File: src/rtl/arss_pkg.sv
// ----------------------------------------------------------------------------
// arss_pkg: shared types and constants for the ADC range scan sequencer
// Item kinds, range codes, channel masks and the range selection function.
// ----------------------------------------------------------------------------
package arss_pkg;

	localparam int unsigned PIN_CHANNELS      = 20;
	localparam int unsigned INTERNAL_CHANNELS = 5;
	localparam int unsigned STORE_DEPTH       = PIN_CHANNELS + INTERNAL_CHANNELS;
	localparam int unsigned STORE_AW          = $clog2(STORE_DEPTH);
	localparam int unsigned MASK_W            = 29;
	localparam logic [4:0]  INT_BASE          = 5'd24;

	localparam logic [MASK_W-1:0] MASK_A   = 29'h0000_03FF;
	localparam logic [MASK_W-1:0] MASK_B   = 29'h000F_FC00;
	localparam logic [MASK_W-1:0] MASK_INT = 29'h1F00_0000;

	localparam logic [15:0] FULL_SCALE = 16'd65535;
	localparam logic [9:0]  MV_SCALE   = 10'd1000;

	typedef enum logic [1:0] {
		KIND_TICK   = 2'd0,
		KIND_SAMPLE = 2'd1,
		KIND_READ   = 2'd2,
		KIND_NOP    = 2'd3
	} kind_t;

	typedef enum logic [1:0] {
		RNG_A   = 2'd0,
		RNG_B   = 2'd1,
		RNG_INT = 2'd2,
		RNG_BAD = 2'd3
	} rng_t;

	typedef enum logic {
		REG_MASK   = 1'b0,
		REG_PERIOD = 1'b1
	} reg_idx_t;

	// Range choice plus scan bounds
	typedef struct packed {
		rng_t       rng;
		logic [4:0] lo;
		logic [4:0] hi;
	} scan_sel_t;

	// Status that rides along with an item through the pipe
	typedef struct packed {
		logic       running;
		logic       enabled;
		logic [4:0] channel;
		rng_t       rng;
		logic       done;
	} status_t;

	function automatic logic [MASK_W-1:0] rng_mask(input rng_t r);
		logic [MASK_W-1:0] m;
		unique case (r)
			RNG_A:   m = MASK_A;
			RNG_B:   m = MASK_B;
			default: m = MASK_INT;
		endcase
		return m;
	endfunction

	function automatic rng_t rng_succ(input rng_t r);
		rng_t n;
		unique case (r)
			RNG_A:   n = RNG_B;
			RNG_B:   n = RNG_INT;
			RNG_INT: n = RNG_A;
			default: n = RNG_B;
		endcase
		return n;
	endfunction

	// Round-robin pick of the next range that has enabled channels; keep the
	// current one when none has. Bounds are the lowest and highest set bits.
	function automatic scan_sel_t pick_range(input rng_t cur, input logic [MASK_W-1:0] mask);
		scan_sel_t         s;
		rng_t              c;
		logic              found;
		logic [MASK_W-1:0] m;
		c     = cur;
		found = 1'b0;
		s.rng = cur;
		for (int k = 0; k < 3; k++) begin
			c = rng_succ(c);
			if (!found && (|(mask & rng_mask(c)))) begin
				s.rng = c;
				found = 1'b1;
			end
		end
		m    = mask & rng_mask(s.rng);
		s.lo = 5'd0;
		s.hi = 5'd0;
		for (int i = MASK_W - 1; i >= 0; i--) begin
			if (m[i]) s.lo = 5'(i);
		end
		for (int i = 0; i < MASK_W; i++) begin
			if (m[i]) s.hi = 5'(i);
		end
		return s;
	endfunction

endpackage

File: src/rtl/adc_range_scan_sequencer_core.sv
// ----------------------------------------------------------------------------
// adc_range_scan_sequencer_core
// Range scan sequencer with a 25-entry sample store and millivolt readout.
// ----------------------------------------------------------------------------
// Pipeline: input accept, then the store read, scale multiply and reciprocal
//   correction registers to result valid; an output stall holds them.
// Throughput: one item per cycle; the whole pipe holds when the output
//   register is full and not taken, set by the single output register.
// Reset: asynchronous, clears control state and the store valid bits, so
//   every store entry reads as zero until a sample is written to it.
module adc_range_scan_sequencer_core (
	input  logic                    clk,
	input  logic                    arst_n,
	// configuration
	input  logic                    cfg_write,
	input  logic                    cfg_index,
	input  logic [31:0]             cfg_data,
	// input items
	input  logic                    in_valid,
	output logic                    in_ready,
	input  logic [1:0]              kind,
	input  logic [31:0]             time_ms,
	input  logic [15:0]             sample,
	input  logic [4:0]              read_channel,
	// result items
	output logic                    out_valid,
	input  logic                    out_ready,
	output logic                    converting,
	output logic                    adc_enabled,
	output logic [4:0]              scan_channel,
	output logic [1:0]              scan_range,
	output logic                    sweep_done,
	output logic [15:0]             read_value,
	output logic [9:0]              read_millivolts
);
	import arss_pkg::*;

	// ------------------------------------------------------------------
	// Configuration and control state
	// ------------------------------------------------------------------
	logic [MASK_W-1:0] mask_q;
	logic [31:0]       period_q;
	rng_t              rng_q;
	logic [4:0]        next_q;
	logic [4:0]        last_q;
	logic              running_q;
	logic              enabled_q;
	logic [31:0]       sweep_t_q;

	logic en;        // pipe advance
	logic accept;

	assign en       = !out_valid || out_ready;
	assign in_ready = en;
	assign accept   = in_valid && in_ready;

	// ------------------------------------------------------------------
	// Next control state for the accepted item
	// ------------------------------------------------------------------
	logic              used;
	logic [MASK_W-1:0] mask_w;
	scan_sel_t         sel_end;     // choice made when a range runs out
	scan_sel_t         sel_cfg;     // choice made on a mask write
	logic [4:0]        nc;
	rng_t              rng_d;
	logic [4:0]        next_d;
	logic [4:0]        last_d;
	logic              running_d;
	logic              enabled_d;
	logic [31:0]       sweep_t_d;
	logic              done_d;
	logic              cont;

	// Store address for a sample write
	logic                wr_hit;
	logic [STORE_AW-1:0] wr_idx;
	logic                do_write;
	// Store address for a read
	logic                rd_hit;
	logic [STORE_AW-1:0] rd_idx;

	assign used    = |(mask_q & (MASK_A | MASK_B | MASK_INT));
	assign mask_w  = cfg_data[MASK_W-1:0];
	assign sel_cfg = pick_range(RNG_A, mask_w);
	assign sel_end = pick_range(rng_q, mask_q);
	assign nc      = next_q + 5'd1;
	assign cont    = ((sel_end.rng == RNG_B) && (|(mask_q & MASK_A))) ||
	                 ((sel_end.rng == RNG_INT) && (|(mask_q & (MASK_A | MASK_B))));

	always_comb begin
		rng_d     = rng_q;
		next_d    = next_q;
		last_d    = last_q;
		running_d = running_q;
		enabled_d = enabled_q;
		sweep_t_d = sweep_t_q;
		done_d    = 1'b0;
		do_write  = 1'b0;
		case (kind_t'(kind))
			KIND_TICK: begin
				// start a sweep once the period has fully passed
				if (used && ((time_ms - sweep_t_q) > period_q)) begin
					enabled_d = 1'b1;
					running_d = 1'b1;
					sweep_t_d = time_ms;
				end
			end
			KIND_SAMPLE: begin
				if (running_q) begin
					do_write = wr_hit;
					if (nc > last_q) begin
						// range exhausted: move on, or close the sweep
						rng_d  = sel_end.rng;
						next_d = sel_end.lo;
						last_d = sel_end.hi;
						if (cont) begin
							running_d = 1'b1;
						end else begin
							done_d    = 1'b1;
							sweep_t_d = time_ms;
							running_d = (period_q == 32'd0);
							if (period_q != 32'd0) enabled_d = 1'b0;
						end
					end else begin
						next_d = nc;
					end
				end
			end
			default: begin
			end
		endcase
	end

	always_ff @(posedge clk or negedge arst_n) begin
		if (!arst_n) begin
			mask_q    <= '0;
			period_q  <= '0;
			rng_q     <= RNG_A;
			next_q    <= '0;
			last_q    <= '0;
			running_q <= 1'b0;
			enabled_q <= 1'b0;
			sweep_t_q <= '0;
		end else if (cfg_write) begin
			// the user must make configuration arrive only while the block is idle; the block does not enforce this
			if (reg_idx_t'(cfg_index) == REG_MASK) begin
				mask_q    <= mask_w;
				running_q <= 1'b0;
				enabled_q <= 1'b0;
				rng_q     <= sel_cfg.rng;
				next_q    <= sel_cfg.lo;
				last_q    <= sel_cfg.hi;
			end else begin
				period_q <= cfg_data;
			end
		end else if (accept) begin
			rng_q     <= rng_d;
			next_q    <= next_d;
			last_q    <= last_d;
			running_q <= running_d;
			enabled_q <= enabled_d;
			sweep_t_q <= sweep_t_d;
		end
	end

	// ------------------------------------------------------------------
	// Channel to store slot: pins map straight, internal channels follow
	// ------------------------------------------------------------------
	always_comb begin
		wr_hit = 1'b0;
		wr_idx = '0;
		if (next_q < 5'(PIN_CHANNELS)) begin
			wr_hit = 1'b1;
			wr_idx = STORE_AW'(next_q);
		end else if ((next_q >= INT_BASE) && (next_q < INT_BASE + 5'(INTERNAL_CHANNELS))) begin
			wr_hit = 1'b1;
			wr_idx = STORE_AW'(next_q - INT_BASE + 5'(PIN_CHANNELS));
		end
	end

	always_comb begin
		rd_hit = 1'b0;
		rd_idx = '0;
		if (kind_t'(kind) == KIND_READ) begin
			if (read_channel < 5'(PIN_CHANNELS)) begin
				rd_hit = 1'b1;
				rd_idx = STORE_AW'(read_channel);
			end else if ((read_channel >= INT_BASE) &&
			             (read_channel < INT_BASE + 5'(INTERNAL_CHANNELS))) begin
				rd_hit = 1'b1;
				rd_idx = STORE_AW'(read_channel - INT_BASE + 5'(PIN_CHANNELS));
			end
		end
	end

	// ------------------------------------------------------------------
	// Sample store: one write and one registered read per cycle. Writes
	// land at the accept edge, so a read item in any later cycle already
	// sees them; no forwarding path is needed. Valid bits stand in for
	// clearing the array at reset.
	// ------------------------------------------------------------------
	logic [15:0]            store_mem [STORE_DEPTH];
	logic [STORE_DEPTH-1:0] slot_vld_q;

	always_ff @(posedge clk) begin
		if (accept && do_write) store_mem[wr_idx] <= sample;
	end

	always_ff @(posedge clk or negedge arst_n) begin
		if (!arst_n) begin
			slot_vld_q <= '0;
		end else if (accept && do_write) begin
			slot_vld_q[wr_idx] <= 1'b1;
		end
	end

	// ------------------------------------------------------------------
	// Stage 1: store read data
	// ------------------------------------------------------------------
	logic        v_s1;
	status_t     stat_s1;
	logic        hit_s1;
	logic [15:0] rdata_s1;

	always_ff @(posedge clk) begin
		if (en) begin
			rdata_s1 <= store_mem[rd_idx];
			hit_s1   <= rd_hit && slot_vld_q[rd_idx];
			stat_s1  <= '{running: running_d, enabled: enabled_d, channel: next_d,
			              rng: rng_d, done: done_d};
		end
	end

	// ------------------------------------------------------------------
	// Stage 2: scale by 1000
	// ------------------------------------------------------------------
	logic        v_s2;
	status_t     stat_s2;
	logic [15:0] rv_s2;
	logic [25:0] prod_s2;
	logic [15:0] rv_s1;

	assign rv_s1 = hit_s1 ? rdata_s1 : 16'd0;

	always_ff @(posedge clk) begin
		if (en) begin
			stat_s2 <= stat_s1;
			rv_s2   <= rv_s1;
			prod_s2 <= 26'(rv_s1) * 26'(MV_SCALE);
		end
	end

	// ------------------------------------------------------------------
	// Output register: divide by 65535 as a shift plus one correction,
	// since x = q*65536 + r = q*65535 + (q + r), with q + r below twice 65535.
	// ------------------------------------------------------------------
	logic [9:0]  q_est;
	logic [16:0] rem_est;
	logic [9:0]  mv_s2;
	status_t     stat_q;
	logic [15:0] rv_q;
	logic [9:0]  mv_q;

	assign q_est   = prod_s2[25:16];
	assign rem_est = 17'(prod_s2[15:0]) + 17'(q_est);
	assign mv_s2   = q_est + 10'(rem_est >= 17'(FULL_SCALE));

	always_ff @(posedge clk) begin
		if (en) begin
			stat_q <= stat_s2;
			rv_q   <= rv_s2;
			mv_q   <= mv_s2;
		end
	end

	// item valid flags along the pipe
	always_ff @(posedge clk or negedge arst_n) begin
		if (!arst_n) begin
			v_s1      <= 1'b0;
			v_s2      <= 1'b0;
			out_valid <= 1'b0;
		end else if (en) begin
			v_s1      <= accept;
			v_s2      <= v_s1;
			out_valid <= v_s2;
		end
	end

	assign converting      = stat_q.running;
	assign adc_enabled     = stat_q.enabled;
	assign scan_channel    = stat_q.channel;
	assign scan_range      = stat_q.rng;
	assign sweep_done      = stat_q.done;
	assign read_value      = rv_q;
	assign read_millivolts = mv_q;

	// ------------------------------------------------------------------
	// Assertions
	// ------------------------------------------------------------------
	a_run_needs_adc: assert property (@(posedge clk) disable iff (!arst_n)
		running_q |-> enabled_q)
		else $error("scan running with converter off");

	a_chan_in_bounds: assert property (@(posedge clk) disable iff (!arst_n)
		running_q |-> (next_q <= last_q))
		else $error("scan channel past range end");

	a_idle_on_empty: assert property (@(posedge clk) disable iff (!arst_n)
		!used |-> !running_q)
		else $error("scan running with empty mask");

	a_mv_range: assert property (@(posedge clk) disable iff (!arst_n)
		out_valid |-> (read_millivolts <= MV_SCALE))
		else $error("millivolts above full scale");

	a_done_stops: assert property (@(posedge clk) disable iff (!arst_n)
		(out_valid && sweep_done && !converting) |-> !adc_enabled)
		else $error("sweep ended without stopping converter");

endmodule

File: config.mk
export PLATFORM = sky130hd
export DESIGN_NAME = adc_range_scan_sequencer_core
export DESIGN_NICKNAME = d
export VERILOG_FILES = /design/src/rtl/arss_pkg.sv /design/src/rtl/adc_range_scan_sequencer_core.sv
export SDC_FILE = /design/constraint.sdc
export NUM_CORES = 1
export LEC_CHECK = 0
export ABC_AREA = 0
export ABC_CLOCK_PERIOD_IN_PS = 11000
export BUFFER_PORTS_ARGS = -buffer_cell sky130_fd_sc_hd__buf_2
export CAP_MARGIN = 20
export CORE_ASPECT_RATIO = 1.1
export CORE_MARGIN = 2
export CORE_UTILIZATION = 35
export DETAILED_ROUTE_END_ITERATION = 12
export PLACE_DENSITY = 0.5
export RECOVER_POWER = 25
export SLEW_MARGIN = 15
export SYNTH_ARGS = -nofsm -noshare
export SYNTH_HDL_FRONTEND = slang
export SYNTH_SLANG_ARGS = --single-unit
File: constraint.sdc
create_clock -name clk -period 11 [get_ports clk]
set_input_delay 0 -clock clk [delete_from_list [all_inputs] [get_ports clk]]
set_output_delay 0 -clock clk [all_outputs]
set_load 0.01 [all_outputs]
==> run_results.csv, run 1 <==
group,metric,value,unit
floorplan,coreArea,89100,um2
routing,drc,0,
floorplan,fp.dieW,289,um
yosys,synth_cells,2446,
global_routing,grt_usage,18.9,%
yosys,ys_async_sr_fraction,20.4,%
layout,nets,2984,
routing,vias,20800,
routing,first_pass_iters,5,
worst_hold_path,hold_path_class,"input port to flip-flop",
global_routing,grt_max_degree,84,
layout,fin_area,36800,um2
cts,cts_buffers,70,
setup_path,cp.arrival,7080,ps
yosys,yosys.area.top_type_share,48.8,%
floorplan,io-pin-count,131,
cts,htree_num_levels,3,
power_and_ir_drop,vdd_ir_drop_max,96.5,uV
power_and_ir_drop,leakagePower,14.0,nW
timing,period_needed,6590,ps
timing,setup_violations,0,
yosys,syn_area,31400,um2
layout,synthToLayoutAreaGrowth,17.3,%
timing,slew_violations,0,
floorplan,die_h,318,um
setup_path,crit_required,11490,ps
routing,wl,86.8,mm
yosys,synth_nets,2735,
yosys,yosysTopAreaCell,"edfxtp_1",
timing,hold_viol,0,
place,place.gp.congestion,0.852,
timing,finalCritPeriodShare,59.9,%
layout,drive_above_1_share,14.8,%
setup_path,cp_cell_sequence,"ha_1, inv_1, fa_1, a211o_1, a2111oi_0, o2bb2ai_1, a211o_1, a22o_1, o41ai_1, o2111ai_1, a21oi_1, xnor2_1, ha_1, nand4_1, nor4_1, a31oi_1, o21ai_0, a31oi_1, a211oi_1, a211oi_4, buf_4, mux2_1",
cts,clock-root-buffer,"clkbuf_16",
timing,rsz0062_at_grt,"false",
global_routing,grt_pass1_vias,21200,
routing,vias_per_cell,5.31,
yosys,yosysMostFrequentCell,"edfxtp_1",
yosys,yosysUniqueCellTypes,81,
setup_path,crit_type,"flip-flop to flip-flop",
cts,cts_resized,0,
cts,clock_path_buffers,3,
layout,stdcell_count,3919,
setup_path,startpoint_type,"flip-flop",
yosys,synth.top_cells.by_count,"edfxtp_1 (510), nand2_1 (229), a21oi_1 (143), ha_1 (140), nor2_1 (139)",
power_and_ir_drop,total_power,0.00753,W
cts,clk_pin_slew,60,ps
yosys,ys_seq_area_share,59.3,%
global_routing,antenna_found_initial,1,
place,io_buffers,130,
routing,drtIter0Drc,1627,
routing,drtAntennaViolNets,0,
global_routing,grt_pass1_wl,131,mm
cts,cts_tree,"yes",
flow_run,cap_violations,0,
yosys,ys_seq_elements,641,
outcome,status,"completed",
setup_path,cp_max_fo,32,
yosys,syn_area_per_cell,12.8,um2
setup_path,slowest_delay,680,ps
setup_path,critPathCaptureType,"flip-flop",
yosys,synth_flop_cell,"edfxtp_1",
cts,numClockSinks,641,
timing,fmax,152,MHz
floorplan,initial_core_util,35.2,%
floorplan,rows,115,
place,post-dp-hpwl,54.9,mm
place,place_area,33600,um2
timing,relSlewSlack,23.9,%
power_and_ir_drop,power_density,205,nW/um2
yosys,yosys_warnings,0,
layout,antenna_cells,0,
cts,insertion_delay,630,ps
timing,tns,0,ps
timing,worstMarginPinSlew,1140,ps
setup_path,crit_buf_inv,2,
timing,fin_skew,25.7,ps
yosys,synthTopCellsByArea,"edfxtp_1 (49%), dfrtp_1 (10%), ha_1 (5.6%)",
routing,wl_per_cell,22.1,um
place,place_inst,3693,
global_routing,grt_overflow,0,
setup_path,critPathSlowestCell,"a2111oi_0",
floorplan,die_area,92000,um2
setup_path,critPathTopFamily,"compound AO/OA/AOI/OAI gates",
yosys,synth_edf_count,510,
## repair_timing
action                                 4_1_cts  5_1_grt
endpoints found under the hold margin      563        0
setup endpoints to repair                    0        0
hold buffers                               100        0
buffers inserted                             0        0
## metrics by stage
stage | worst slack (ps) | hold WS, ps | utilization [%]
detailed placement | 4500 | 31.5 | 37.7
finish | 4410 | 107 | 41.3
CTS | 4470 | 62.5 | 41.3
global route | 4030 | 90.7 | 41.3
floorplan | 4510 | -296 | -
global placement | 4740 | 13.8 | 37.7
## layout make-up
cell class	count	area (um2)
clock buffer	91	1900
tap	1170	1460
multi-input combinational	1578	12000
sequential	641	18600
clock inverter	35	325
fill	8223	52300
inverter	131	492
timing repair buffer	273	2000
## worst reg2reg max path, cell delays in order, from the launching register on
cell and delay (ps):
dfrtp_1 350, ha_1 180, inv_1 60, fa_1 420, a211o_1 360, a2111oi_0 680
o2bb2ai_1 280, a211o_1 370, a22o_1 210, o41ai_1 540, o2111ai_1 210, a21oi_1 210
xnor2_1 80, ha_1 290, nand4_1 130, nor4_1 520, a31oi_1 180, o21ai_0 130
a31oi_1 110, a211oi_1 400, a211oi_4 70, buf_4 290, mux2_1 400
## flip-flops by register name, summed over array words and instances (netlist names), 2 cells and up
signal	cells
store_mem	400
period_q	32
sweep_t_q	32
mask_q	25
slot_vld_q	25
prod_s2	21
rdata_s1	16
read_value	16
rv_s2	16
read_millivolts	10
stat_s1	10
stat_s2	10
last_q	5
next_q	5
scan_channel	5
rng_q	2
scan_range	2
## kinds of logic (layout without fill, tap and decap cells)
family	Yosys count	after routing	synth area share, %
multiplexers	151	151	5.98
adder cells (fa/ha/maj)	196	196	9.16
AO/OA/AOI/OAI	539	539	11.4
AND/OR/NAND/NOR	629	629	9.58
flip-flops	641	641	59.3
XOR/XNOR	63	63	1.76
buffers and inverters	227	530	2.84
## routing by layer
metal	global-route usage [%]	wire (um)
met4	5.10	1830
met3	3.06	4360
met5	0	0
met2	31.2	42000
met1	25.8	38600
## layout by cell type, fill, tap and decap left out, types with 31 or more instances in the layout
cell             n
fa_1            56
mux2_2          47
dlygate4sd3_1   99
ha_1           140
clkbuf_16       72
nor3_1          35
mux2i_1         67
o21ai_0        116
or2_2           31
dfrtp_1        131
nand2_1        228
buf_4           43
edfxtp_1       510
o221ai_1        41
nor2_1         115
xnor2_1         48
nand3_1         39
a21oi_1        143
inv_1          131
buf_2          115
## path summary, 6_finish.rpt
path	startpoint	to	depth (start not counted)	slack, ps
min	kind[0]	stat_s1[9]	3	110
max	sweep_t_q[0]	sweep_t_q[7]	22	4410
max reg2reg	sweep_t_q[0]	sweep_t_q[7]	22	4410
max in group asynchronous	arst_n	v_s2	4	9630
min reg2reg	stat_s1[1]	stat_s2[1]	0	420
min in group asynchronous	arst_n	sweep_t_q[3]	4	460
## power breakdown
part | internal [W] | switching [W] | leakage, nW
logic | 0.000906 | 0.00122 | 6.49
registers | 0.00294 | 0.000149 | 6.40
clock network | 0.00132 | 0.000989 | 1.09
Power figures use the tool's default switching activity.
==> run 2, diff against run 1 <==
--- a/config.mk
+++ b/config.mk
@@ -6,14 +6,14 @@
 export NUM_CORES = 1
 export LEC_CHECK = 0
 export ABC_AREA = 0
-export ABC_CLOCK_PERIOD_IN_PS = 11000
+export ABC_CLOCK_PERIOD_IN_PS = 5600
 export BUFFER_PORTS_ARGS = -buffer_cell sky130_fd_sc_hd__buf_2
 export CAP_MARGIN = 20
 export CORE_ASPECT_RATIO = 1.1
 export CORE_MARGIN = 2
 export CORE_UTILIZATION = 35
 export DETAILED_ROUTE_END_ITERATION = 12
-export PLACE_DENSITY = 0.5
+export PLACE_DENSITY = 0.52
 export RECOVER_POWER = 25
 export SLEW_MARGIN = 15
 export SYNTH_ARGS = -nofsm -noshare
==> constraint.sdc (replaced) <==
create_clock -name clk -period 5.6 [get_ports clk]
set_input_delay 0 -clock clk [delete_from_list [all_inputs] [get_ports clk]]
set_output_delay 0 -clock clk [all_outputs]
set_load 0.01 [all_outputs]
==> run_results.csv, run 2 (synthesized netlist as in run 1, its figures left out) <==
group,metric,value,unit
cts,numClockSinks,641,
place,place.gp.congestion,0.852,
power_and_ir_drop,p_sw,0.00469,W
worst_hold_path,hold_path_class,"input port to flip-flop",
setup_path,crit_required,5950,ps
timing,fin_skew,20.7,ps
floorplan,rows,115,
cts,cts_tree,"yes",
timing,hold_slack,65.4,ps
setup_path,crit_type,"flip-flop to flip-flop",
floorplan,die_area,92000,um2
timing,period_needed,5360,ps
cts,clock-root-buffer,"clkbuf_16",
routing,vias,21200,
place,io_buffers,130,
timing,hold_viol,0,
place,post-dp-hpwl,56.0,mm
setup_path,r2r_setup_slack,240,ps
layout,fin_area,37200,um2
floorplan,coreArea,89100,um2
floorplan,io-pin-count,131,
power_and_ir_drop,switching_share,31.3,%
outcome,status,"completed",
cts,clock_path_buffers,3,
place,place_ws,-172,ps
global_routing,grt_usage,19.0,%
routing,wl,87.2,mm
floorplan,fp.dieW,289,um
timing,setup_slack,243,ps
cts,cts_buffers,71,
power_and_ir_drop,intPower,0.0103,W
timing,slew_violations,0,
floorplan,initial_core_util,35.2,%
layout,multi_input_area,12100,um2
layout,largest_reg_flops,400,
routing,vias_per_cell,5.36,
layout,final_cell_mix,"edfxtp_1 (510), nand2_1 (229), a21oi_1 (142)",
layout,fillers,8230,
power_and_ir_drop,vdd_ir_drop_max,326,uV
power_and_ir_drop,power_density,403,nW/um2
timing,fmax,187,MHz
timing,relSlewSlack,19.0,%
layout,drive_above_1_share,15.9,%
cts,htree_num_levels,3,
routing,drtAntennaViolNets,0,
power_and_ir_drop,leakagePower,14.1,nW
cts,insertion_delay,630,ps
power_and_ir_drop,p_clk_share,30.4,%
layout,seqCellArea,18600,um2
timing,worstMarginPinSlew,1220,ps
layout,final_common_cell,"edfxtp_1",
routing,drc,0,
routing,wl_per_cell,22.1,um
layout,top_regs,"store_mem x400, period_q x32, sweep_t_q x32",
routing,first_pass_iters,7,
setup_path,cp.arrival,5710,ps
layout,nets,3017,
power_and_ir_drop,power_frac_seq,40.7,%
floorplan,die_h,318,um
timing,setup_violations,0,
global_routing,grt_max_degree,108,
setup_path,critPathCaptureType,"flip-flop",
timing,finalCritPeriodShare,95.7,%
flow_run,cap_violations,0,
layout,regMostFlops,"store_mem",
cts,clk_pin_slew,60,ps
routing,drtIter0Drc,1723,
global_routing,grt_overflow,0,
global_routing,grt_pass1_vias,21600,
layout,antenna_cells,0,
setup_path,startpoint_type,"flip-flop",
setup_path,cp_max_fo,4,
global_routing,antenna_found_initial,5,
layout,synthToLayoutAreaGrowth,18.4,%
global_routing,grt_pass1_wl,133,mm
power_and_ir_drop,pwr-share-comb,28.9,%
place,place_area,33700,um2
## run 2: changes by cell type in the layout (fill, tap and decap cells not counted), moves of 2 or more
cell / delta
clkinv_1: -2
buf_6: +3
clkbuf_8: -2
clkinv_4: +3
dlygate4sd3_1: +7
buf_4: +20
## run 2: through the flow
step | setup TNS [ps] | power, W | util [%] | std cells
final | 0 | 0.0150 | 41.7 | 3951
after global routing | -264 | 0.0159 | 41.7 | 3951
after CTS | 0 | 0.0150 | 41.6 | 3947
after detailed placement | -4380 | 0.0104 | 37.8 | 3710
after global placement | -158 | 0.0102 | 37.8 | 3710
after floorplan | 0 | 0.00913 | - | 2446
## run 2: final timing paths
check / from / end / depth (start not counted)
setup / recovery: sweep_t_q[0] / stat_s1[9] / 26
hold / removal: out_ready / out_valid / 3
setup reg to reg: sweep_t_q[0] / stat_s1[9] / 26
hold reg to reg: stat_s2[0] / sweep_done / 0
max in group asynchronous: arst_n / mask_q[7] / 4
min in group asynchronous: arst_n / sweep_t_q[19] / 4
## run 2: routing by layer
| metal | GRT usage (%) | vias to the layer above | share of wire [%] |
|---|---|---|---|
| met3 | 2.65 | 133 | 5.4 |
| met4 | 5.72 | 8 | 2.3 |
| met5 | 0 | - | 0.053 |
| li1 | - | 9747 | - |
| met1 | 25.6 | 10700 | 44 |
| met2 | 31.7 | 618 | 49 |
## run 2: timing repair
| item | CTS | global route |
|---|---|---|
| gates cloned | 1 | 0 |
| setup endpoints to repair | 34 | 36 |
| pin swaps | 3 | 4 |
| endpoints found under the hold margin | 557 | 0 |
| gates resized for setup | 6 | 11 |
| hold buffers | 107 | 0 |
| setup buffers | 3 | 4 |
## run 2: area by class of cell
cell class | count | area share [%]
multi-input combinational | 1578 | 32.5
clock inverter | 37 | 0.926
sequential | 641 | 50.0
inverter | 131 | 1.32
clock buffer | 89 | 5.05
tap | 1170 | 3.94
timing repair buffer | 305 | 6.19
## run 2: power groups by stage
| stage | registers, W | logic (W) | clock network, W |
|---|---|---|---|
| floorplan | 0.00612 | 0.00301 | 0 |
| finish | 0.00609 | 0.00433 | 0.00454 |
| global placement | 0.00618 | 0.00405 | 0 |
| detailed placement | 0.00619 | 0.00417 | 0 |
| CTS | 0.00610 | 0.00428 | 0.00464 |
| global route | 0.00616 | 0.00489 | 0.00483 |
## run 2: worst max-delay path: stages (launching register included)
cell	delay [ps]
dfrtp_1	350
ha_2	180
inv_1	50
fa_2	360
a211o_1	320
a2111oi_4	290
buf_4	160
o2bb2ai_1	90
a211o_1	300
a22o_1	210
o41ai_2	210
buf_4	180
o2111ai_2	130
a21oi_2	150
xnor2_1	70
ha_1	300
nand4_1	130
nor4_2	290
buf_4	160
a31oi_2	90
o21ai_0	100
a31oi_1	90
buf_4	160
o21bai_1	250
nor3b_2	220
buf_4	150
a32oi_1	100
